<file path="src/hw/rtl/fnv_linear_probe_hash_map_macros.svh">
// Assertion macros for the hash map RTL.
// Included by files that carry concurrent checks; no other dependencies.
`ifndef FNV_LINEAR_PROBE_HASH_MAP_MACROS_SVH
`define FNV_LINEAR_PROBE_HASH_MAP_MACROS_SVH
`ifndef NO_ASSERTIONS
`define FNVLP_ASSERT(lbl, clk, rst_n, prop) \
  lbl: assert property (@(posedge clk) disable iff (!rst_n) (prop)) \
    else $error("fnvlp assertion failed");
`define FNVLP_ASSERT_IMP(lbl, clk, rst_n, ante, cons) \
  lbl: assert property (@(posedge clk) disable iff (!rst_n) (ante) |-> (cons)) \
    else $error("fnvlp implication failed");
`else
`define FNVLP_ASSERT(lbl, clk, rst_n, prop)
`define FNVLP_ASSERT_IMP(lbl, clk, rst_n, ante, cons)
`endif
`endif

</file>
<file path="src/hw/rtl/fnvlp_fifo.sv">
// Two-entry queue between the front end and the table engine.
// No dependencies.
module fnvlp_fifo #(
  parameter int W = 104
) (
  input  logic         clk_i,
  input  logic         rst_ni,
  input  logic         push_i,
  input  logic [W-1:0] data_i,
  output logic         full_o,
  input  logic         pop_i,
  output logic         valid_o,
  output logic [W-1:0] data_o
);
  logic [W-1:0] mem_q [2];
  logic         wp_q;
  logic         rp_q;
  logic [1:0]   cnt_q;

  always_ff @(posedge clk_i or negedge rst_ni) begin
    if (!rst_ni) begin
      wp_q  <= 1'b0;
      rp_q  <= 1'b0;
      cnt_q <= 2'd0;
    end else begin
      if (push_i) begin
        mem_q[wp_q] <= data_i;
        wp_q        <= ~wp_q;
      end
      if (pop_i) rp_q <= ~rp_q;
      cnt_q <= cnt_q + {1'b0, push_i} - {1'b0, pop_i};
    end
  end

  assign full_o  = (cnt_q == 2'd2);
  assign valid_o = (cnt_q != 2'd0);
  assign data_o  = mem_q[rp_q];
endmodule

</file>
<file path="config.mk">
export PLATFORM = sky130hd
export DESIGN_NAME = fnvlp_fifo
export DESIGN_NICKNAME = d
export VERILOG_FILES = /design/src/hw/rtl/fnv_linear_probe_hash_map_macros.svh /design/src/hw/rtl/fnvlp_fifo.sv
export SDC_FILE = /design/constraint.sdc
export NUM_CORES = 1
export LEC_CHECK = 0
export ABC_AREA = 1
export BUFFER_PORTS_ARGS = -buffer_cell sky130_fd_sc_hd__buf_2
export CAP_MARGIN = 20
export CORE_ASPECT_RATIO = 0.6
export CORE_MARGIN = 2
export CORE_UTILIZATION = 40
export CTS_CLUSTER_SIZE = 12
export DETAILED_ROUTE_END_ITERATION = 12
export GPL_TIMING_DRIVEN = 1
export SLEW_MARGIN = 20
export SYNTH_ARGS = -nofsm -noshare
export SYNTH_HDL_FRONTEND = slang
export SYNTH_SLANG_ARGS = --single-unit
</file>
<file path="constraint.sdc">
create_clock -name clk_i -period 16 [get_ports clk_i]
set_input_delay 4 -clock clk_i [delete_from_list [all_inputs] [get_ports clk_i]]
set_output_delay 4 -clock clk_i [all_outputs]
set_load 0.05 [all_outputs]
</file>
# After elaboration in Yosys (flattened, before gate mapping)
# Memory sizes are Yosys's and may differ from the RTL's.
# Index checks and enable logic that the tools add are counted.
# word_totals
register_bits	4
mem_bits_rw	208
input_bits	108
memories	1
# memory_table
memory	words	word_bits	rd	rd_clocked_by_memory_dff	write_ports	line_no	source
mem_q	2	104	1	0	1	fnvlp_fifo.sv:15	logic [W-1:0] mem_q [2];
# op_classes
add_sub_neg	2
eq_ne	1
muxes	2
bitwise	2
reduce_logical	2
# op_table
operator	count
2-bit by 1-bit adder with 2-bit output	1
2-bit equality test (second input constant)	1
1-bit 2-to-1 mux	2
1-bit inverter	2
2-bit nonzero test	1
2-bit by 1-bit subtractor with 2-bit output	1
1-bit logical AND	1

# Longest topological paths before layout
# logic_depth
ltp_word	3
mapped_depth	7

# Worst setup path before layout
# Ideal clock, no wire load.
# synth_timing
path_type	input -> register
from	in push_i
to	mem mem_q[0][0] (enable)
setup_time_ns	0.569
t_arrival_ns	8.411
slack_ns	7.020
path_stages	2
cell_sequence	nand2_1 -> nor2_1
# synth_between
elab_chain_len	3
# synth_rtl
element	line_no	source
start: declaration	fnvlp_fifo.sv:8	input logic push_i,
1-bit 2-to-1 mux	fnvlp_fifo.sv:26	if (push_i) begin
1-bit logical AND (implied by the code)	fnvlp_fifo.sv:27	mem_q[wp_q] <= data_i;
1-bit 2-to-1 mux (implied by the code)	fnvlp_fifo.sv:27	
end: declaration	fnvlp_fifo.sv:15	
# No other way between the ends.

# Final worst setup path
# layout_timing
from	reg rp_q
to	out data_o[37]
# layout_between
elab_chain_len	1
# layout_rtl
element	line_no	source
start: declaration	fnvlp_fifo.sv:17	logic rp_q;
start signal: assignment	fnvlp_fifo.sv:30	if (pop_i) rp_q <= ~rp_q;
memory read 2 x 104 bit	n/a	
end: declaration	fnvlp_fifo.sv:13	output logic [W-1:0] data_o
# No other way between the ends.

==> impl_metrics.prom <==
# TYPE chip_impl_metric gauge
chip_impl_metric{name="worst_path_required",unit="ns"} 12.00
chip_impl_metric{name="dp.final_hpwl",unit="um"} 10700
chip_impl_metric{name="critical_path_arrival",unit="ns"} 2.96
chip_impl_metric{name="layout_worst_path_cycle_share",unit=""} 0.435
chip_impl_metric{name="avgSynthCellArea",unit="um2"} 13.9
chip_impl_metric{name="ff2ff_path_depth",unit=""} 2
chip_impl_metric{name="clock.fmax",unit="MHz"} 144
chip_impl_metric{name="synth_cells",unit=""} 568
chip_impl_metric{name="sw_frac_of_total",unit=""} 0.441
chip_impl_metric{name="die_x_extent",unit="um"} 185
chip_impl_metric{name="instances_no_fill",unit=""} 1066
chip_impl_metric{name="route.antenna.remaining_nets",unit=""} 0
chip_impl_metric{name="cts.clk_slew.worst_paths",unit="ns"} 0.06
chip_impl_metric{name="detail_route.drc_violations",unit=""} 0
chip_impl_metric{name="ctsHtreeMaxLevel",unit=""} 1
chip_impl_metric{name="postLayoutCellArea",unit="mm2"} 0.00987
chip_impl_metric{name="critical_path_peak_fanout",unit=""} 118
chip_impl_metric{name="cts.sink_count",unit=""} 212
chip_impl_metric{name="synth_area",unit="mm2"} 0.00789
chip_impl_metric{name="irDropWorstVdd",unit="V"} 0.000137
chip_impl_metric{name="worstMarginPinSlew",unit="ns"} 1.01
chip_impl_metric{name="overflow",unit=""} 0
chip_impl_metric{name="cts_setup_buffers",unit=""} 0
chip_impl_info{name="slowest_stage",value="dfrtp_4"} 1
chip_impl_info{name="rsz_0062_raised_after_global_routing",value="false"} 1
chip_impl_info{name="critical_path.reg2reg.startpoint",value="wp_q"} 1
chip_impl_info{name="timing.critical_path.cells",value="buf_4, nand2_1, o21ai_0, buf_2"} 1
chip_impl_metric{name="holdWs",unit="ns"} 0.549
chip_impl_info{name="yosys-top-cells-area",value="edfxtp_1, o21ai_0, nand2_1"} 1
chip_impl_metric{name="wl",unit="um"} 16000
chip_impl_info{name="clock-root-buffer",value="clkbuf_16"} 1
chip_impl_metric{name="slew_violations",unit=""} 0
chip_impl_metric{name="power_frac_seq",unit=""} 0.371
chip_impl_metric{name="drv_cap",unit=""} 0
chip_impl_metric{name="postLayoutSetupSlackWorst",unit="ns"} 9.04
chip_impl_metric{name="max-slew-margin-rel",unit=""} 0.328
chip_impl_metric{name="critPathMaxStageDelay",unit="ns"} 0.96
chip_impl_metric{name="fillerInstances",unit=""} 1669
chip_impl_info{name="layout_commonest_cell",value="buf_2"} 1
chip_impl_info{name="route.top_layer_used",value="met4"} 1
chip_impl_metric{name="pre_cts_slack",unit="ns"} 9.44
chip_impl_metric{name="reg2reg_setup_slack",unit="ns"} 13.44
chip_impl_metric{name="floorplan.die_area",unit="mm2"} 0.0209
chip_impl_info{name="tritoncts",value="done"} 1
chip_impl_metric{name="power.net_switching",unit="mW"} 0.865
chip_impl_metric{name="initial_utilization",unit=""} 0.412
chip_impl_info{name="worstSetupEndpointType",value="output port"} 1
chip_impl_metric{name="antenna_found_initial",unit=""} 3
chip_impl_metric{name="route.vias.total",unit=""} 4719
chip_impl_metric{name="first_global_vias",unit=""} 4529
chip_impl_metric{name="i_o_buffers",unit=""} 213
chip_impl_metric{name="synth.yosys.warnings",unit=""} 0
chip_impl_info{name="layout_common_cells",value="buf_2, edfxtp_1, nand2_1"} 1
chip_impl_metric{name="die_h",unit="um"} 113
chip_impl_metric{name="drive_above_1_share",unit=""} 0.309
chip_impl_metric{name="cellLeakagePower",unit="nW"} 4.15
chip_impl_metric{name="power",unit="mW"} 1.96
chip_impl_metric{name="fin_util",unit=""} 0.515
chip_impl_metric{name="wl_per_cell",unit="um"} 15.0
chip_impl_metric{name="synthToLayoutAreaGrowth",unit="%"} 25.0
chip_impl_metric{name="syn_nets",unit=""} 678
chip_impl_info{name="endpoint",value="data_o[37]"} 1
chip_impl_metric{name="place_inst",unit=""} 1027
chip_impl_metric{name="dr.first_iter.drc_count",unit=""} 299
chip_impl_metric{name="pwr-share-comb",unit=""} 0.395
chip_impl_metric{name="drt-pass1-iter-count",unit=""} 5
chip_impl_metric{name="seq_area_frac_synth",unit=""} 0.804
chip_impl_metric{name="grt_pass1_wl",unit="um"} 24000
chip_impl_info{name="status",value="finished clean"} 1
chip_impl_metric{name="synthDistinctLibCells",unit=""} 13
chip_impl_metric{name="finClkSkew",unit="ns"} 0.00784
chip_impl_metric{name="setup_viol",unit=""} 0
chip_impl_info{name="timing.critical_path.from",value="rp_q"} 1
chip_impl_metric{name="cts-buffers-inserted",unit=""} 22
chip_impl_metric{name="hold_viol",unit=""} 0
chip_impl_metric{name="hold_buffers",unit=""} 0
chip_impl_metric{name="post_cts_resize_count",unit=""} 0
chip_impl_metric{name="layout_min_cycle_time",unit="ns"} 6.96
chip_impl_metric{name="floorplan.rows",unit=""} 39
chip_impl_info{name="critical_path.startpoint_type",value="flop"} 1
chip_impl_metric{name="vias_per_cell",unit=""} 4.43
chip_impl_info{name="min_path_type",value="flop to flop"} 1
chip_impl_metric{name="clock_tree.buffer_depth",unit=""} 3
chip_impl_metric{name="setup_total_negative_slack",unit="ns"} 0
chip_impl_metric{name="placed_cell_area",unit="mm2"} 0.00920
chip_impl_metric{name="place.gp.congestion",unit=""} 0.798
chip_impl_info{name="hold_crit_start",value="wp_q"} 1
chip_impl_metric{name="p_int",unit="mW"} 1.10
chip_impl_metric{name="largest_net_degree_at_the_start_of_global_routing",unit=""} 119
chip_impl_metric{name="fin_nets",unit=""} 896
chip_impl_metric{name="met3_wirelength",unit="um"} 1550
chip_impl_metric{name="core",unit="mm2"} 0.0192
chip_impl_info{name="worst_r2r_endpoint",value="mem_q[0][39]"} 1
chip_impl_metric{name="worst_skew_pair.late_latency",unit="ns"} 0.49
chip_impl_metric{name="synth_top_area_share",unit=""} 0.791
chip_impl_metric{name="met2RoutedLength",unit="um"} 6850
chip_impl_info{name="worst-setup-path-type",value="flop to output port"} 1
chip_impl_metric{name="wirelength_met1",unit="um"} 7370
chip_impl_metric{name="power.share.clock",unit=""} 0.234
chip_impl_metric{name="power.density_cell_area",unit="mW/mm2"} 199
chip_impl_info{name="synth_area_leader_cell",value="edfxtp_1"} 1
chip_impl_metric{name="ys_seq_elements",unit=""} 212
chip_impl_metric{name="globalRouteTotalUtil",unit=""} 0.149
chip_impl_metric{name="io_pins",unit=""} 214
-- routing by layer --
layer | vias up | global-route usage
met5 | - | 0
met4 | 0 | 0.0296
met3 | 23 | 0.0518
met2 | 158 | 0.228
met1 | 2187 | 0.208
li1 | 2351 | -
-- synthesized netlist by cell type --
cell and count:
nand2_1 111, o21ai_1 2, dfrtp_1 4, buf_6 3, ha_1 2, buf_4 2
edfxtp_1 208, buf_2 18, o21ai_0 102, inv_1 110, nand3_1 1, xor2_1 2
nor2_1 3
-- power groups by stage --
stage	registers, mW	clock network [mW]	logic, mW
after floorplan	0.714	0	0.631
after global placement	0.736	0	0.774
after detailed placement	0.739	0	0.781
after CTS	0.727	0.477	0.783
after global routing	0.736	0.499	0.823
final	0.727	0.460	0.775
-- worst min path at each step --
stage / slack [ns] / cells past startpoint / end
4_1_cts: 0.55 / 1 / wp_q
6_report: 0.55 / 1 / wp_q
2_1_floorplan: 0.46 / 1 / wp_q
3_3_place_gp: 0.53 / 1 / wp_q
5_1_grt: 0.58 / 1 / wp_q
3_5_place_dp: 0.55 / 1 / wp_q
-- layout make-up --
type                    count  area [um2]  share of cell area
clock inverters             2        12.5             0.00127
multi-input cells         223        1010               0.102
diodes                      3        7.51            0.000761
clock buffers              33         633              0.0642
flip-flops and latches    212        6350               0.643
inverters                 110         413              0.0418
repair buffers            217        1110               0.112
well taps                 266         333              0.0337
-- state kept, by name (all words and copies together), names as in the netlist --
name	count
cnt_q	2
wp_q	1
mem_q	208
rp_q	1
-- cell families after synthesis --
group,share of synthesized area
and+or+nand+nor,0.0548
buffers and inverters,0.0699
adders and majority gates,0.00317
DFF,0.804
xor gates and xnor gates,0.00222
AOI/OAI and AO/OA,0.0659
-- worst max-delay path: cells and delay by family, from the launching register on --
family          cells  cell delay, ns
compound gates      1            0.15
buf+inv             2            1.16
flops               1            0.96
simple gates        1            0.11
Power figures use the tool's default switching activity.
