==> config.mk <==
export PLATFORM = sky130hd
export DESIGN_NAME = fnvlp_front_flat
export DESIGN_NICKNAME = d
export VERILOG_FILES = /design/src/hw/rtl/fnv_linear_probe_hash_map_macros.svh /design/src/hw/rtl/fnvlp_pkg.sv /design/src/hw/rtl/fnvlp_if.sv /design/src/hw/rtl/fnvlp_front.sv /design/src/flat_wrapper.sv
export SDC_FILE = /design/constraint.sdc
export NUM_CORES = 1
export LEC_CHECK = 0
export BUFFER_PORTS_ARGS = -buffer_cell sky130_fd_sc_hd__buf_4
export CAP_MARGIN = 20
export CELL_PAD_IN_SITES_DETAIL_PLACEMENT = 0
export CELL_PAD_IN_SITES_GLOBAL_PLACEMENT = 1
export CORE_ASPECT_RATIO = 1.5
export CORE_MARGIN = 2
export CORE_UTILIZATION = 47
export DETAILED_ROUTE_END_ITERATION = 8
export GPL_ROUTABILITY_DRIVEN = 1
export GPL_TIMING_DRIVEN = 0
export PLACE_DENSITY = 0.84
export SYNTH_ARGS = -nofsm -noshare
export SYNTH_HDL_FRONTEND = slang
export SYNTH_SLANG_ARGS = --single-unit
==> constraint.sdc <==
create_clock -name clk_i -period 5.5 [get_ports clk_i]
set_input_delay 1.1 -clock clk_i [delete_from_list [all_inputs] [get_ports clk_i]]
set_output_delay 1.1 -clock clk_i [all_outputs]
set_load 0.005 [all_outputs]
==> src/hw/rtl/fnv_linear_probe_hash_map_macros.svh <==
// Assertion macros for the hash map RTL.
// Included by files that carry concurrent checks; no other dependencies.
`ifndef FNV_LINEAR_PROBE_HASH_MAP_MACROS_SVH
`define FNV_LINEAR_PROBE_HASH_MAP_MACROS_SVH
`ifndef NO_ASSERTIONS
`define FNVLP_ASSERT(lbl, clk, rst_n, prop) \
  lbl: assert property (@(posedge clk) disable iff (!rst_n) (prop)) \
    else $error("fnvlp assertion failed");
`define FNVLP_ASSERT_IMP(lbl, clk, rst_n, ante, cons) \
  lbl: assert property (@(posedge clk) disable iff (!rst_n) (ante) |-> (cons)) \
    else $error("fnvlp implication failed");
`else
`define FNVLP_ASSERT(lbl, clk, rst_n, prop)
`define FNVLP_ASSERT_IMP(lbl, clk, rst_n, ante, cons)
`endif
`endif

==> src/hw/rtl/fnvlp_pkg.sv <==
// Shared types, constants and helpers for the FNV linear probe hash map.
// No dependencies.
package fnvlp_pkg;

  typedef enum logic [1:0] {
    CMD_GET = 2'd0,
    CMD_PUT = 2'd1,
    CMD_DEL = 2'd2,
    CMD_NOP = 2'd3
  } cmd_e;

  localparam logic [31:0] FNV_BASIS = 32'd2166136261;
  localparam logic [31:0] FNV_PRIME = 32'd16777619;

  function automatic logic [63:0] canon_key(input logic [63:0] key, input int unsigned nbytes);
    logic [63:0] r;
    logic        live;
    r    = '0;
    live = 1'b1;
    for (int i = 0; i < 8; i++) begin
      if (key[8*i +: 8] == 8'd0 || i >= nbytes) live = 1'b0;
      if (live) r[8*i +: 8] = key[8*i +: 8];
    end
    return r;
  endfunction

endpackage

==> src/hw/rtl/fnvlp_if.sv <==
// Request and response channel interfaces of the hash map.
// No dependencies.
interface fnvlp_req_if;
  logic        valid;
  logic        ready;
  logic [1:0]  cmd;
  logic [63:0] key;
  logic [31:0] value;
  modport source (output valid, cmd, key, value, input ready);
  modport sink   (input valid, cmd, key, value, output ready);
endinterface


==> src/hw/rtl/fnvlp_front.sv <==
// Front end: accepts request words, canonicalizes the key, hashes it and
// reduces the hash to a home slot. Depends on fnvlp_pkg and fnvlp_if.
module fnvlp_front #(
  parameter int TABLE_SIZE = 64,
  parameter int KEY_BYTES  = 8,
  parameter int IW         = $clog2(TABLE_SIZE),
  parameter int EW         = 98 + IW
) (
  input  logic          clk_i,
  input  logic          rst_ni,
  fnvlp_req_if.sink     req_i,
  output logic          push_o,
  output logic [EW-1:0] ent_o,
  input  logic          full_i
);
  localparam int TW = IW + 5;

  typedef enum logic [1:0] {F_IDLE, F_HASH, F_MOD, F_PUSH} fstate_e;

  fstate_e     state_q;
  logic [1:0]  cmd_q;
  logic [63:0] ck_q;
  logic [63:0] sh_q;
  logic [31:0] val_q;
  logic [31:0] h_q;
  logic [TW-1:0] r_q;
  logic [TW-1:0] r_d;
  logic [2:0]  dcnt_q;
  logic [31:0] mul;
  logic [63:0] ck_in;

  assign mul   = h_q * fnvlp_pkg::FNV_PRIME;
  assign ck_in = fnvlp_pkg::canon_key(req_i.key, KEY_BYTES);

  always_comb begin
    r_d = TW'({r_q[IW-1:0], h_q[31:28]});
    for (int k = 3; k >= 0; k--) begin
      if (r_d >= (TW'(TABLE_SIZE) << k)) r_d = r_d - (TW'(TABLE_SIZE) << k);
    end
  end

  always_ff @(posedge clk_i or negedge rst_ni) begin
    if (!rst_ni) begin
      state_q <= F_IDLE;
    end else begin
      case (state_q)
        F_IDLE: begin
          if (req_i.valid) begin
            cmd_q   <= req_i.cmd;
            ck_q    <= ck_in;
            sh_q    <= ck_in;
            val_q   <= req_i.value;
            h_q     <= fnvlp_pkg::FNV_BASIS;
            state_q <= F_HASH;
          end
        end
        F_HASH: begin
          if (sh_q[7:0] == 8'd0) begin
            r_q     <= '0;
            dcnt_q  <= '0;
            state_q <= F_MOD;
          end else begin
            h_q  <= mul ^ {24'd0, sh_q[7:0]};
            sh_q <= sh_q >> 8;
          end
        end
        F_MOD: begin
          r_q    <= r_d;
          h_q    <= {h_q[27:0], 4'd0};
          dcnt_q <= dcnt_q + 3'd1;
          if (dcnt_q == 3'd7) state_q <= F_PUSH;
        end
        F_PUSH: begin
          if (!full_i) state_q <= F_IDLE;
        end
        default: state_q <= F_IDLE;
      endcase
    end
  end

  assign req_i.ready = (state_q == F_IDLE);
  assign push_o      = (state_q == F_PUSH) && !full_i;
  assign ent_o       = {cmd_q, ck_q, val_q, r_q[IW-1:0]};
endmodule

==> src/flat_wrapper.sv <==
// flat-port wrapper written by rule: the top's interface ports become plain ports
module fnvlp_front_flat 
#(
  parameter int TABLE_SIZE = 64,
  parameter int KEY_BYTES  = 8,
  parameter int IW         = $clog2(TABLE_SIZE),
  parameter int EW         = 98 + IW
)
  (clk_i, rst_ni, push_o, ent_o, full_i, req_i_valid, req_i_cmd, req_i_key, req_i_value, req_i_ready);
  fnvlp_req_if req_i_i ();
  input  logic clk_i;
  input  logic rst_ni;
  output logic push_o;
  output logic [EW-1:0] ent_o;
  input  logic full_i;
  input wire logic [$bits(req_i_i.valid)-1:0] req_i_valid;
  input wire logic [$bits(req_i_i.cmd)-1:0] req_i_cmd;
  input wire logic [$bits(req_i_i.key)-1:0] req_i_key;
  input wire logic [$bits(req_i_i.value)-1:0] req_i_value;
  output wire logic [$bits(req_i_i.ready)-1:0] req_i_ready;
  assign req_i_i.valid = req_i_valid;
  assign req_i_i.cmd = req_i_cmd;
  assign req_i_i.key = req_i_key;
  assign req_i_i.value = req_i_value;
  assign req_i_ready = req_i_i.ready;
  fnvlp_front #(.TABLE_SIZE(TABLE_SIZE), .KEY_BYTES(KEY_BYTES), .IW(IW), .EW(EW)) u_core (.clk_i(clk_i), .rst_ni(rst_ni), .req_i(req_i_i), .push_o(push_o), .ent_o(ent_o), .full_i(full_i));
endmodule
Word-level counts from Yosys, hierarchy flattened
Index checks and enable logic that the tools add are counted.

word-level totals
  input bits = 102
  register bits after elaboration = 205
  logic and storage cells = 83

operators by class
  $add $sub $neg = 5
  equal/unequal tests = 9
  mux-type cells = 35
  order comparisons = 4
  reductions and logical operators = 20
  bitwise operators = 1
  multipliers = 1

operators with widths
  cell                      count
  $mux W64                  2
  $pmux W64 S2              1
  $pmux W32 S3              1
  $logic_not A8 Y1          9
  $mux W32                  2
  $mux W8                   8
  $mux W11                  3
  $mul A32 B25 Y32 const B  1
  $xor A32 B8 Y32           1
  $mux W6                   2
  $pmux W6 S2               1
  $reduce_and A4 Y1         3
  $ge A11 B7 Y1 const B     1
  $ge A11 B8 Y1 const B     1
  $ge A11 B9 Y1 const B     1
  $sub A10 B10 Y11 const B  1
  $sub A11 B8 Y11 const B   1
  $sub A11 B9 Y11 const B   1
  $ge A10 B10 Y1 const B    1
  $mux W1                   8
  $mux W2                   4
  $pmux W2 S4               1
  $ne A2 B2 Y1 const B      3
  $pmux W3 S2               1
  13 further kinds          17

Depth between registers and ports, before layout
  depth after elaboration = 12
  depth in mapped cells = 19
  depth with buffers taken out = 19

Worst setup path after synthesis
OpenSTA, ideal clock, no wires.

  path kind = register -> register
  start point = register u_core.h_q[3]
  end point = register u_core.h_q[22], data pin
  cell stages (with the launch flop) = 18
  library setup time = 261 ps
  arrival time = 4853 ps
  path slack = 386 ps
  cells stage by stage = edfxtp_1 ha_1 ha_1 fa_1 ha_1 fa_1 ha_1 inv_1 fa_1 inv_1 ha_1 a21o_1 a21o_1 a41oi_2 o211ai_1 a211o_1 and2_4 a221o_1

on the way
  longest elaborated chain between the ends = 4

RTL lines
  item                    RTL line           RTL
  from (decl)             fnvlp_front.sv:25  logic [31:0] h_q;
  from (signal assigned)  fnvlp_front.sv:53  h_q <= fnvlp_pkg::FNV_BASIS;
  from (signal assigned)  fnvlp_front.sv:63  h_q <= mul ^ {24'd0, sh_q[7:0]};
  from (signal assigned)  fnvlp_front.sv:69  h_q <= {h_q[27:0], 4'd0};
  $mul A32 B25 Y32        fnvlp_front.sv:32  assign mul = h_q * fnvlp_pkg::FNV_PRIME;
  $xor A32 B8 Y32         fnvlp_front.sv:63
  $mux W32                fnvlp_front.sv:58  if (sh_q[7:0] == 8'd0) begin
  $pmux W32 S3            fnvlp_front.sv:46  case (state_q)

No other way between the ends. The select of a mux whose other input is x is not followed.
A chain may end at the register's enable or synchronous reset.

Final worst setup path
  start point = register u_core.h_q[11]
  end point = register u_core.h_q[30], data pin

Same word-level chain as after synthesis.

==> qor.yml <==
status:
  outcome: "complete, no violations"
drt:
  postRouteAntennaNets: 0
  dr.pass1.iters: 6
  drc: 0
  wl_um: 34100
  vias_per_cell: 5.25
  wl_per_cell_um: 19.6
  vias: 9157
  first_iter_violations: 336
critical_path:
  crit_top_cell: "ha_1"
  r2r_end: "u_core.h_q[30]"
  critPathKind: "reg2reg"
  rrSetupSlack_ns: 0.15
  worstPathArrival_ns: 5.61
  cp.required_ns: 5.76
  cp_max_fo: 6
  cp_cell_sequence: "ha_1 > ha_1 > fa_1 > ha_1 > fa_1 > ha_1 > inv_1 > fa_1 > inv_1 > ha_2 > nand4_1 > nor2_4 > nand3_1 > nor4_4 > o211ai_1 > a31o_1 > a221o_1"
  slowest_delay_ns: 0.56
  path_delay_family: "adder cells"
  cp-end-kind: "register"
  ff2ff_path_depth: 17
  crit_slowest_cell: "edfxtp_1"
  crit_buf_inv: 2
  r2r-start: "u_core.h_q[11]"
  start_kind: "register"
cells_and_area:
  final-seq-area_sq_um: 6150
  drive_above_1_share: 0.280
  num_antenna_cells: 0
  multiInputGateArea_sq_um: 7080
  fin_util: 0.594
  nFillCells: 2392
  layoutNonFillerInstCount: 1744
  area_growth_pct: 24.4
  final_nets: 1710
cts:
  clkLatencyLatePin_ns: 0.51
  cts_sinks: 205
  cts_made_buffers: 20
  htreeDepth: 1
  clk_path_buf_depth: 3
  clock-root-buffer: "clkbuf_16"
  cts_tree: "built"
  path_clk_slew_ns: 0.07
  ctsHoldBuffers: 0
placement:
  hpwlAfterDp_um: 26700
  io_buffers: 207
  place_congestion: 0.863
  dp_cells: 1674
grt:
  grt_pass1_vias: 10200
  grt_overflow: 0
  grt_max_degree: 66
  grt.total_usage: 0.229
  antenna_found_initial: 1
  grt_pass1_wl_um: 53200
logic_synthesis:
  yosys_warnings: 0
  synth_ff_type: "edfxtp_1"
  synth_largest_area_cell: "edfxtp_1"
  synth_edf_count: 203
  synth_area_per_cell_sq_um: 12.8
  synth-seq-cells: 205
  synth_area_sq_um: 13700
  syn_nets: 1443
  synth.area.top_cells: "edfxtp_1 44%, ha_1 18%, fa_1 11%, mux2_2 4.6%, inv_1 4.3%"
  synth-async-reset-ratio: 0.00976
  syn_inst: 1074
  ys_seq_area_frac: 0.448
  yosysUniqueCellTypes: 58
  synth_top_area_share: 0.445
floorplan:
  die_w_um: 143
  start_util: 0.477
  pin_count: 208
  dieArea_sq_um: 30600
  rows: 76
  coreArea_sq_um: 28700
  die_height_um: 213
sta:
  drv_slew: 0
  finalHoldViolations: 0
  finClkSkew_ns: 0.0158
  fmax_mhz: 187
  tightest_slew_ns: 0.918
  period_share: 0.972
  slew_headroom: 0.387
  finalSetupViolations: 0
  period_minus_slack_ns: 5.35
  setup_tns_ns: 0
flow_run:
  maxCapViolCount: 0
hold_path:
  hold_class: "in2async"
## per-stage QoR
stage                     hold WS, ns  setup WS [ns]  cell area [sq um]
after global routing            0.361        -0.0132              17000
final                           0.382          0.152              17000
after floorplan                 0.523          0.386              13700
after CTS                       0.359         0.0116              16700
after detailed placement        0.534         -0.333              15800
after global placement          0.526         -0.693              15700
## layout make-up
cell class,instances,share of cell area
timing repair buffer,246,0.112
clock inverter,14,0.0115
buffer,30,0.00705
sequential,205,0.361
clock buffer,21,0.0296
tap,390,0.0286
inverter,160,0.0352
multi-input combinational,678,0.416
## flip-flops by register name, summed over array words and instances (netlist names)
name,count
u_core.dcnt_q,3
u_core.h_q,32
u_core.cmd_q,2
u_core.ck_q,64
u_core.state_q,2
u_core.val_q,32
u_core.r_q,6
u_core.sh_q,64
## synthesized netlist by cell type (all sizes together) (4+ instances only)
master	instances
nand2	33
o21a	5
and3	20
clkbuf	30
a21oi	29
nor4	19
xor2	8
nand4	5
xnor2	29
o21ai	20
nand3	8
edfxtp	203
a21o	11
nor2	21
ha	193
and2	60
a22oi	5
a221o	12
mux2	56
fa	74
o211ai	10
and4	4
a211oi	7
a211o	4
nand2b	6
inv	158
nor2b	6
## routing by layer
layer  up-vias  track usage  part of all wire
li1       4355            -                 -
met1      4462        0.223              0.33
met2       272        0.452              0.56
met3        66       0.0585             0.072
met4         2       0.0845             0.039
met5         -            0           0.00035
## timing repair
item                                    4_1_cts  5_1_grt
buffers inserted                             21       15
pin swaps                                     1       24
resized for setup                             4       38
endpoints found under the setup margin       10       14
## worst max path at each step
stage | start | end | slack [ns] | depth (start not counted)
final | u_core.h_q[11] | u_core.h_q[30] | 0.15 | 17
after global routing | u_core.h_q[11] | u_core.h_q[30] | -0.01 | 17
after CTS | u_core.h_q[1] | u_core.h_q[31] | 0.01 | 17
after detailed placement | u_core.h_q[16] | u_core.h_q[30] | -0.33 | 16
after global placement | u_core.state_q[1] | u_core.sh_q[50] | -0.69 | 7
after floorplan | u_core.h_q[3] | u_core.h_q[22] | 0.39 | 17
## placed cells by master, fill, tap and decap left out, drive strengths merged, types with 7 or more instances in the layout
cell / netlist / routed
buf: 1 / 247
a21o: 11 / 11
nor2: 21 / 21
and3: 20 / 20
a221o: 12 / 12
a21oi: 29 / 29
ha: 193 / 193
nor4: 19 / 19
o211ai: 10 / 10
mux2: 56 / 56
a211oi: 7 / 7
xor2: 8 / 8
fa: 74 / 74
xnor2: 29 / 29
and2: 60 / 60
clkinv: 2 / 8
nand3: 8 / 8
clkbuf: 30 / 50
edfxtp: 203 / 203
inv: 158 / 159
nand2: 33 / 33
o21ai: 20 / 20
## logic make-up after synthesis
logic type,synth area share
xor+xnor,0.0236
mux,0.0475
buf+inv,0.0529
simple gates,0.0783
flops,0.448
fa+ha+maj,0.284
compound gates,0.0650
Power is left out: the tool's default activity adds up to more than one toggle a clock period on the data nets, which glitch-free logic cannot reach.
